$ cat config.mk
export PLATFORM = sky130hd
export DESIGN_NAME = exposure_countdown_timer
export DESIGN_NICKNAME = d
export VERILOG_FILES = /design/src/ect_pkg.sv /design/src/ect_in_stage.sv /design/src/ect_cfg_regs.sv /design/src/ect_core.sv /design/src/exposure_countdown_timer.sv
export SDC_FILE = /design/constraint.sdc
export NUM_CORES = 2
export LEC_CHECK = 0
export BUFFER_PORTS_ARGS = -buffer_cell sky130_fd_sc_hd__buf_2
export CAP_MARGIN = 20
export CORE_ASPECT_RATIO = 2
export CORE_UTILIZATION = 40
export DETAILED_ROUTE_END_ITERATION = 12
export SYNTH_ARGS = -nofsm -noshare
export SYNTH_HDL_FRONTEND = slang
export SYNTH_HIERARCHICAL = 1
export SYNTH_SLANG_ARGS = --single-unit
$ cat constraint.sdc
create_clock -name clk_i -period 15.7 [get_ports clk_i]
set_input_delay 3.925 -clock clk_i [delete_from_list [all_inputs] [get_ports clk_i]]
set_output_delay 3.925 -clock clk_i [all_outputs]
set_load 0.01 [all_outputs]
$ cat src/ect_pkg.sv
// ----------------------------------------------------------------------------
// Exposure countdown timer package
// Shared codes, constants and the configuration bundle.
// ----------------------------------------------------------------------------
package ect_pkg;

  localparam int unsigned OpW   = 3;
  localparam int unsigned StW   = 2;
  localparam int unsigned ModW  = 10;

  localparam logic [OpW-1:0] OpTick   = 3'd0;
  localparam logic [OpW-1:0] OpStart  = 3'd1;
  localparam logic [OpW-1:0] OpPause  = 3'd2;
  localparam logic [OpW-1:0] OpResume = 3'd3;
  localparam logic [OpW-1:0] OpStop   = 3'd4;
  localparam logic [OpW-1:0] OpClear  = 3'd5;

  localparam logic [StW-1:0] StStopped = 2'd0;
  localparam logic [StW-1:0] StRunning = 2'd1;
  localparam logic [StW-1:0] StPaused  = 2'd2;

  localparam logic CfgBeepVolume = 1'b0;
  localparam logic CfgLagMs      = 1'b1;

  localparam int unsigned BeepLeadMs   = 100;
  localparam int unsigned BeepMinMs    = 500;
  localparam int unsigned BeepDecades  = 10;
  localparam int unsigned BeepPeriodMs = BeepLeadMs * BeepDecades;

  // Reciprocal of the beep period for 16-bit operands.
  localparam int unsigned LagModShift = 26;
  localparam int unsigned LagModMul   = (1 << LagModShift) / BeepPeriodMs + 1;

  typedef struct packed {
    logic [7:0]      beep_volume;
    logic [15:0]     lag_ms;
    logic [ModW-1:0] lag_mod;
  } cfg_t;

endpackage

$ cat src/ect_in_stage.sv
// ----------------------------------------------------------------------------
// Exposure countdown timer input stage
// Registers one request and hands it to the core when the core can take it.
// ----------------------------------------------------------------------------
module ect_in_stage import ect_pkg::*; (
  input  logic           clk_i,
  input  logic           rst_ni,
  input  logic           in_valid_i,
  output logic           in_ready_o,
  input  logic [OpW-1:0] op_i,
  input  logic [31:0]    duration_ms_i,
  input  logic           core_free_i,
  output logic           take_o,
  output logic [OpW-1:0] op_o,
  output logic [31:0]    dur_o
);

  logic           valid_q;
  logic [OpW-1:0] op_q;
  logic [31:0]    dur_q;

  assign take_o     = valid_q && core_free_i;
  assign in_ready_o = !valid_q || take_o;
  assign op_o       = op_q;
  assign dur_o      = dur_q;

  always_ff @(posedge clk_i or negedge rst_ni) begin
    if (!rst_ni) begin
      valid_q <= 1'b0;
    end else if (in_valid_i && in_ready_o) begin
      valid_q <= 1'b1;
    end else if (take_o) begin
      valid_q <= 1'b0;
    end
  end

  always_ff @(posedge clk_i) begin
    if (in_valid_i && in_ready_o) begin
      op_q  <= op_i;
      dur_q <= duration_ms_i;
    end
  end

endmodule

$ cat src/ect_cfg_regs.sv
// ----------------------------------------------------------------------------
// Exposure countdown timer configuration registers
// Holds the beep volume and the lag, and the lag reduced modulo one second.
// ----------------------------------------------------------------------------
module ect_cfg_regs import ect_pkg::*; (
  input  logic        clk_i,
  input  logic        rst_ni,
  input  logic        cfg_we_i,
  input  logic        cfg_idx_i,
  input  logic [15:0] cfg_wdata_i,
  output cfg_t        cfg_o
);

  cfg_t            cfg_q;
  logic [32:0]     prod;
  logic [6:0]      quot;
  logic [15:0]     quot_scaled;
  logic [15:0]     rem_full;

  assign prod        = {17'b0, cfg_wdata_i} * 33'(LagModMul);
  assign quot        = prod[32:LagModShift];
  assign quot_scaled = {9'b0, quot} * 16'(BeepPeriodMs);
  assign rem_full    = cfg_wdata_i - quot_scaled;

  always_ff @(posedge clk_i or negedge rst_ni) begin
    if (!rst_ni) begin
      cfg_q.beep_volume <= 8'hFF;
      cfg_q.lag_ms      <= 16'd0;
      cfg_q.lag_mod     <= '0;
    end else if (cfg_we_i) begin
      unique case (cfg_idx_i)
        CfgBeepVolume: cfg_q.beep_volume <= cfg_wdata_i[7:0];
        CfgLagMs: begin
          cfg_q.lag_ms  <= cfg_wdata_i;
          cfg_q.lag_mod <= rem_full[ModW-1:0];
        end
        default: ;
      endcase
    end
  end

  assign cfg_o = cfg_q;

endmodule

$ cat src/ect_core.sv
// ----------------------------------------------------------------------------
// Exposure countdown timer core
// Applies one request to the timer state and registers its result.
// ----------------------------------------------------------------------------
module ect_core import ect_pkg::*; (
  input  logic           clk_i,
  input  logic           rst_ni,
  input  logic           take_i,
  input  logic [OpW-1:0] op_i,
  input  logic [31:0]    dur_i,
  input  cfg_t           cfg_i,
  input  logic           out_ready_i,
  output logic           free_o,
  output logic           out_valid_o,
  output logic [7:0]     beep_level_o,
  output logic           relay_on_o,
  output logic [StW-1:0] state_code_o,
  output logic [31:0]    time_left_ms_o,
  output logic [31:0]    total_ms_o,
  output logic           in_lag_o
);

  logic [31:0]     now_q, now_d;
  logic [StW-1:0]  run_q, run_d;
  logic [31:0]     rem_q, rem_d;
  logic [31:0]     stop_q, stop_d;
  logic [31:0]     acc_q, acc_d;
  logic [7:0]      beep_q, beep_d;
  logic [31:0]     el_q, el_d;
  logic [ModW-1:0] emod_q, emod_d;

  logic            out_valid_q;
  logic [7:0]      beep_out_q;
  logic [StW-1:0]  state_out_q;
  logic [31:0]     left_out_q;
  logic [31:0]     total_out_q;
  logic            lag_out_q;

  logic            running;
  logic [32:0]     diff;
  logic            el_ge_lag;
  logic [31:0]     c_cur;
  logic [31:0]     c_new;
  logic [31:0]     el_new;
  logic [ModW-1:0] emod_new;
  logic [ModW:0]   m_raw;
  logic [ModW-1:0] m_sec;
  logic [7:0]      beep_tick;
  logic [31:0]     end_t;
  logic            past_end;
  logic            tick_end;
  logic [31:0]     c_out;
  logic            run_next;
  logic [31:0]     left_d;
  logic [31:0]     total_d;

  assign running   = (run_q == StRunning);
  assign diff      = {1'b0, el_q} - {17'b0, cfg_i.lag_ms};
  assign el_ge_lag = !diff[32];
  assign c_cur     = (running && el_ge_lag) ? diff[31:0] : 32'd0;
  assign c_new     = (running && el_ge_lag && !(&el_q)) ? diff[31:0] + 32'd1 : 32'd0;
  assign el_new    = el_q + 32'd1;

  always_comb begin
    if ((&el_q) || (emod_q == ModW'(BeepPeriodMs - 1))) begin
      emod_new = '0;
    end else begin
      emod_new = emod_q + ModW'(1);
    end
  end

  assign m_raw = {1'b0, emod_new} - {1'b0, cfg_i.lag_mod};
  assign m_sec = m_raw[ModW] ? m_raw[ModW-1:0] + ModW'(BeepPeriodMs) : m_raw[ModW-1:0];

  always_comb begin
    if (el_new < 32'(BeepLeadMs)) begin
      beep_tick = cfg_i.beep_volume;
    end else if (c_new < 32'(BeepMinMs) || m_sec >= ModW'(BeepLeadMs)) begin
      beep_tick = 8'd0;
    end else begin
      beep_tick = cfg_i.beep_volume;
    end
  end

  assign end_t    = stop_q + {16'b0, cfg_i.lag_ms};
  assign past_end = (now_q >= end_t);
  assign tick_end = past_end && !(&now_q);

  always_comb begin
    now_d  = now_q;
    run_d  = run_q;
    rem_d  = rem_q;
    stop_d = stop_q;
    acc_d  = acc_q;
    beep_d = beep_q;
    el_d   = el_q;
    emod_d = emod_q;
    c_out  = c_cur;
    unique case (op_i)
      OpTick: begin
        now_d = now_q + 32'd1;
        if (running) begin
          el_d   = el_new;
          emod_d = emod_new;
          if (tick_end) begin
            beep_d = 8'd0;
            acc_d  = acc_q + rem_q;
            run_d  = StStopped;
            rem_d  = 32'd0;
            c_out  = 32'd0;
          end else begin
            beep_d = beep_tick;
            c_out  = c_new;
          end
        end
      end
      OpStart: begin
        rem_d  = dur_i;
        stop_d = now_q + dur_i;
        run_d  = StRunning;
        el_d   = 32'd0;
        emod_d = '0;
        c_out  = 32'd0;
      end
      OpPause: begin
        if (running) begin
          beep_d = 8'd0;
          acc_d  = acc_q + c_cur;
          rem_d  = rem_q - c_cur;
          run_d  = StPaused;
          c_out  = 32'd0;
        end
      end
      OpResume: begin
        if (run_q == StPaused) begin
          stop_d = now_q + rem_q;
          run_d  = StRunning;
          el_d   = 32'd0;
          emod_d = '0;
          c_out  = 32'd0;
        end
      end
      OpStop: begin
        if (run_q != StStopped) begin
          beep_d = 8'd0;
          acc_d  = acc_q + (past_end ? rem_q : c_cur);
          run_d  = StStopped;
          rem_d  = 32'd0;
          c_out  = 32'd0;
        end
      end
      OpClear: begin
        acc_d = 32'd0;
      end
      default: ;
    endcase
  end

  assign run_next = (run_d == StRunning);
  assign left_d   = (run_next && (c_out != 32'd0)) ? rem_d - c_out : rem_d;
  assign total_d  = acc_d + c_out;

  always_ff @(posedge clk_i or negedge rst_ni) begin
    if (!rst_ni) begin
      now_q  <= 32'd0;
      run_q  <= StStopped;
      rem_q  <= 32'd0;
      stop_q <= 32'd0;
      acc_q  <= 32'd0;
      beep_q <= 8'd0;
      el_q   <= 32'd0;
      emod_q <= '0;
    end else if (take_i) begin
      now_q  <= now_d;
      run_q  <= run_d;
      rem_q  <= rem_d;
      stop_q <= stop_d;
      acc_q  <= acc_d;
      beep_q <= beep_d;
      el_q   <= el_d;
      emod_q <= emod_d;
    end
  end

  assign free_o = !out_valid_q || out_ready_i;

  always_ff @(posedge clk_i or negedge rst_ni) begin
    if (!rst_ni) begin
      out_valid_q <= 1'b0;
    end else if (take_i) begin
      out_valid_q <= 1'b1;
    end else if (out_ready_i) begin
      out_valid_q <= 1'b0;
    end
  end

  always_ff @(posedge clk_i) begin
    if (take_i) begin
      beep_out_q  <= beep_d;
      state_out_q <= run_d;
      left_out_q  <= left_d;
      total_out_q <= total_d;
      lag_out_q   <= run_next && (c_out == 32'd0);
    end
  end

  assign out_valid_o    = out_valid_q;
  assign beep_level_o   = beep_out_q;
  assign relay_on_o     = (state_out_q == StRunning);
  assign state_code_o   = state_out_q;
  assign time_left_ms_o = left_out_q;
  assign total_ms_o     = total_out_q;
  assign in_lag_o       = lag_out_q;

endmodule

$ cat src/exposure_countdown_timer.sv
// ----------------------------------------------------------------------------
// Exposure countdown timer
// Millisecond countdown with start, pause, resume, stop and total clear,
// a startup lag, beeper level and relay output.
//
//   Channel   Signals                              Direction
//   in        in_valid_i / in_ready_o, op, dur     request in
//   out       out_valid_o / out_ready_i, result    result out
//   cfg       cfg_we_i, cfg_idx_i, cfg_wdata_i     register write
//
// A request waits in the input register until the core takes it; its
// result then waits in the output register. One request is accepted per
// cycle while the result side does not stall. A stalled result holds the
// core, and the input register then holds one more request. Reset clears
// all timer state.
// ----------------------------------------------------------------------------
module exposure_countdown_timer import ect_pkg::*; (
  input  logic           clk_i,
  input  logic           rst_ni,
  input  logic           in_valid_i,
  output logic           in_ready_o,
  input  logic [OpW-1:0] op_i,
  input  logic [31:0]    duration_ms_i,
  output logic           out_valid_o,
  input  logic           out_ready_i,
  output logic [7:0]     beep_level_o,
  output logic           relay_on_o,
  output logic [StW-1:0] state_code_o,
  output logic [31:0]    time_left_ms_o,
  output logic [31:0]    total_ms_o,
  output logic           in_lag_o,
  input  logic           cfg_we_i,
  input  logic           cfg_idx_i,
  input  logic [15:0]    cfg_wdata_i
);

  cfg_t           cfg;
  logic           core_free;
  logic           take;
  logic [OpW-1:0] op_s;
  logic [31:0]    dur_s;

  ect_cfg_regs u_cfg (
    .clk_i       (clk_i),
    .rst_ni      (rst_ni),
    .cfg_we_i    (cfg_we_i),
    .cfg_idx_i   (cfg_idx_i),
    .cfg_wdata_i (cfg_wdata_i),
    .cfg_o       (cfg)
  );

  ect_in_stage u_in (
    .clk_i         (clk_i),
    .rst_ni        (rst_ni),
    .in_valid_i    (in_valid_i),
    .in_ready_o    (in_ready_o),
    .op_i          (op_i),
    .duration_ms_i (duration_ms_i),
    .core_free_i   (core_free),
    .take_o        (take),
    .op_o          (op_s),
    .dur_o         (dur_s)
  );

  ect_core u_core (
    .clk_i          (clk_i),
    .rst_ni         (rst_ni),
    .take_i         (take),
    .op_i           (op_s),
    .dur_i          (dur_s),
    .cfg_i          (cfg),
    .out_ready_i    (out_ready_i),
    .free_o         (core_free),
    .out_valid_o    (out_valid_o),
    .beep_level_o   (beep_level_o),
    .relay_on_o     (relay_on_o),
    .state_code_o   (state_code_o),
    .time_left_ms_o (time_left_ms_o),
    .total_ms_o     (total_ms_o),
    .in_lag_o       (in_lag_o)
  );

endmodule

==> results.json <==
{
  "critPathMostFrequentCell": "o21ai_0",
  "path_clk_slew_ns": 0.07,
  "globalplace.congestion": 1.06,
  "power_density_nw_per_um2": 122,
  "fin_cells": 5374,
  "htree_levels": 2,
  "syn-cell-area_um2": 34900,
  "wirelength_mm": 141,
  "grt_pass1_vias": 32666,
  "wire_per_inst_um": 26.2,
  "yosys-mux-area-fraction": 0.0409,
  "synth_area_per_cell_um2": 8.55,
  "io_buffer_count": 134,
  "routed.top_layer": "met5",
  "start_util": 0.405,
  "rsz0062_at_grt": "false",
  "seq_area_frac_synth": 0.248,
  "synth_cell_types": 110,
  "cp.arrival_ns": 12.86,
  "wl_met2_mm": 71.3,
  "cp-end-kind": "flop",
  "wl_met1_mm": 44.7,
  "synth-compound-area-share": 0.219,
  "layout_min_cycle_time_ns": 12.54,
  "synth_fp_nets": 4623,
  "synthAdderAreaFrac": 0.187,
  "first_pass_iters": 8,
  "dieArea_um2": 88400,
  "rows": 152,
  "cts_buffers": 37,
  "placedCellCount": 5300,
  "ys_warn_count": 6,
  "synthCells": 4074,
  "cts_resized": 0,
  "ys.flop_type": "dfrtp_1",
  "ant_nets": 0,
  "finalInstanceArea_um2": 38300,
  "postSynth.asyncResetShare": 0.659,
  "p_leak_nw": 17.6,
  "grt_start_max_net_pins": 90,
  "die_h_um": 419,
  "wl_met3_mm": 6.56,
  "synth_top_family_by_area": "compound AO/OA/AOI/OAI gates",
  "critical_path.max_fanout": 63,
  "fin_tns_setup_ns": 0,
  "via_per_inst": 6.03,
  "cts_tree": "done",
  "synth_seq_cells": 323,
  "initialDrtViolationCount": 1895,
  "antenna_found_initial": 3,
  "hp-class": "reg -> reg",
  "grt_overflow": 0,
  "critPathRequiredTime_ns": 16.02,
  "crit_slowest_cell": "a2111oi_0",
  "status": "finished, final reports clean",
  "cts-root-buf": "clkbuf_16",
  "crit_type": "reg -> reg",
  "maxCapViolations": 0,
  "pin_count": 135,
  "fin_worst_skew_ns": 0.0400,
  "place_area_um2": 37000,
  "multiInputGateArea_um2": 24700,
  "chipWidth_um": 211,
  "vias": 32381,
  "ir_drop_mv": 0.0758,
  "hpwl_mm": 113,
  "drc": 0,
  "clk_path_buf_depth": 3,
  "grt_pass1_wl_mm": 206,
  "max_slew_margin": 0.123,
  "syn_to_final_growth_pct": 9.97,
  "core_area_um2": 86000,
  "clk_latency_ns": 0.62,
  "setup_viol": 0,
  "max_stage_delay_ns": 0.80,
  "post_cts_buffers": 0,
  "synth_xor_area_frac": 0.0804,
  "tightest_slew_ns": 1.31,
  "fin_nets": 4736,
  "cts.sinks": 323,
  "post-route-period-util": 0.798,
  "seqCellArea_um2": 8640,
  "synth-edff-count": 110,
  "synth-simple-area-share": 0.179,
  "track_usage": 0.318,
  "clock.fmax_ghz": 0.0798,
  "hold_viol": 0,
  "maxSlewViolCount": 0,
  "startpoint_type": "flop",
  "cts_hold_buf": 0,
  "drive_gt1_frac": 0.107,
  "fillers": 8728
}
worst max-delay path, delay by kind of cell, from the launching register on:
family | cells | cell delay [ns]
AND/OR/NAND/NOR | 7 | 0.87
multiplexers | 1 | 0.35
flip-flops | 1 | 0.46
adder cells (fa/ha/maj) | 5 | 1.67
XOR/XNOR | 3 | 0.44
AO/OA/AOI/OAI | 27 | 7.91
buffers and inverters | 2 | 0.51
routing by layer:
layer | vias up | track usage
met5 | - | 0
met4 | 2 | 0.343
met2 | 1040 | 0.579
met1 | 15571 | 0.282
met3 | 539 | 0.0520
li1 | 15229 | -
metrics by stage:
| step | hold slack (ns) | power [mW] | util | worst slack [ns] |
|---|---|---|---|---|
| CTS | 0.489 | 4.67 | 0.445 | 3.33 |
| global placement | 0.460 | 3.67 | 0.430 | 3.36 |
| detailed placement | 0.476 | 3.70 | 0.431 | 3.33 |
| floorplan | 0.449 | 2.87 | - | 5.56 |
| global route | 0.510 | 4.99 | 0.446 | 2.18 |
| finish | 0.481 | 4.69 | 0.446 | 3.16 |
synthesized netlist by cell type (all sizes together) (46+ instances only):
master	number	share of area
ha	442	0.16
nand2	343	0.037
o21ai	318	0.046
nor2	284	0.031
inv	270	0.029
a21oi	269	0.039
xnor2	211	0.053
dfrtp	205	0.15
nand3	122	0.018
clkbuf	113	0.012
edfxtp	110	0.095
xor2	108	0.027
mux2	94	0.032
a21o	86	0.019
nor3	79	0.012
nand2b	65	0.012
nand4	61	0.011
and3	55	0.0099
a211oi	51	0.011
fa	50	0.029
o21a	47	0.010
a31oi	46	0.0083
report_power, final:
| part | internal (mW) | total, mW | switching [mW] | leakage [nW] |
|---|---|---|---|---|
| logic | 0.984 | 2.48 | 1.50 | 13.2 |
| registers | 1.04 | 1.25 | 0.218 | 3.83 |
| clock network | 0.532 | 0.954 | 0.423 | 0.614 |
| total | 2.55 | 4.69 | 2.14 | 17.6 |
cell usage in the layout, fill, tap and decap left out, drive strengths merged, types with 39 or more instances in the layout:
cell,synthesis,final
mux2,94,94
and3,55,55
a211oi,51,51
buf,24,209
edfxtp,110,110
a31oi,46,46
o21a,47,47
fa,50,50
a21oi,269,269
nand3,122,122
xnor2,211,211
ha,442,442
xor2,108,108
nor2b,39,39
o21ai,318,318
inv,270,275
nand2b,65,65
and2,42,42
a21o,86,86
clkbuf,113,42
dfrtp,205,205
nor3,79,79
nand4,61,61
nor2,284,284
nand2,343,343
state kept, by name (all words and copies together) (netlist names):
| name | cells |
|---|---|
| u_core/in_lag_o | 1 |
| u_core/stop_q | 32 |
| u_core/run_q | 2 |
| u_core/out_valid_o | 1 |
| u_in/dur_o | 32 |
| u_core/beep_q | 8 |
| u_core/emod_q | 10 |
| u_core/el_q | 32 |
| u_core/beep_level_o | 8 |
| u_core/rem_q | 32 |
| u_core/state_code_o | 2 |
| u_cfg/cfg_o | 31 |
| u_core/now_q | 32 |
| u_in/op_o | 3 |
| u_in/valid_q | 1 |
| u_core/total_ms_o | 32 |
| u_core/time_left_ms_o | 32 |
| u_core/acc_q | 32 |
final timing paths:
check / to / depth (start not counted) / slack [ns] / startpoint
max in group asynchronous: u_cfg/cfg_o[5] / 2 / 10.85 / rst_ni
min: u_core/stop_q[10] / 2 / 0.48 / u_core/stop_q[10]
min reg2reg: u_core/stop_q[10] / 2 / 0.48 / u_core/stop_q[10]
max: u_core/total_ms_o[31] / 45 / 3.16 / u_cfg/cfg_o[11]
min in group asynchronous: u_core/stop_q[20] / 1 / 3.37 / rst_ni
max reg2reg: u_core/total_ms_o[31] / 45 / 3.16 / u_cfg/cfg_o[11]
logic make-up (layout without fill, tap and decap cells):
group | Yosys count | count (layout)
AND/OR/NAND/NOR | 1246 | 1246
buffers and inverters | 407 | 549
other | 0 | 3
flip-flops | 323 | 323
adder cells (fa/ha/maj) | 492 | 492
AO/OA/AOI/OAI | 1161 | 1161
multiplexers | 126 | 126
XOR/XNOR | 319 | 319
cell type report:
class / count / area share
Multi-Input combinational cell: 3344 / 0.644
Antenna cell: 3 / 0.000196
Sequential cell: 323 / 0.226
Clock buffer: 41 / 0.0251
Tap cell: 1155 / 0.0377
Timing Repair Buffer: 211 / 0.0336
Inverter: 270 / 0.0264
Clock inverter: 27 / 0.00800
Note: power is estimated with default switching activity, not from simulation.
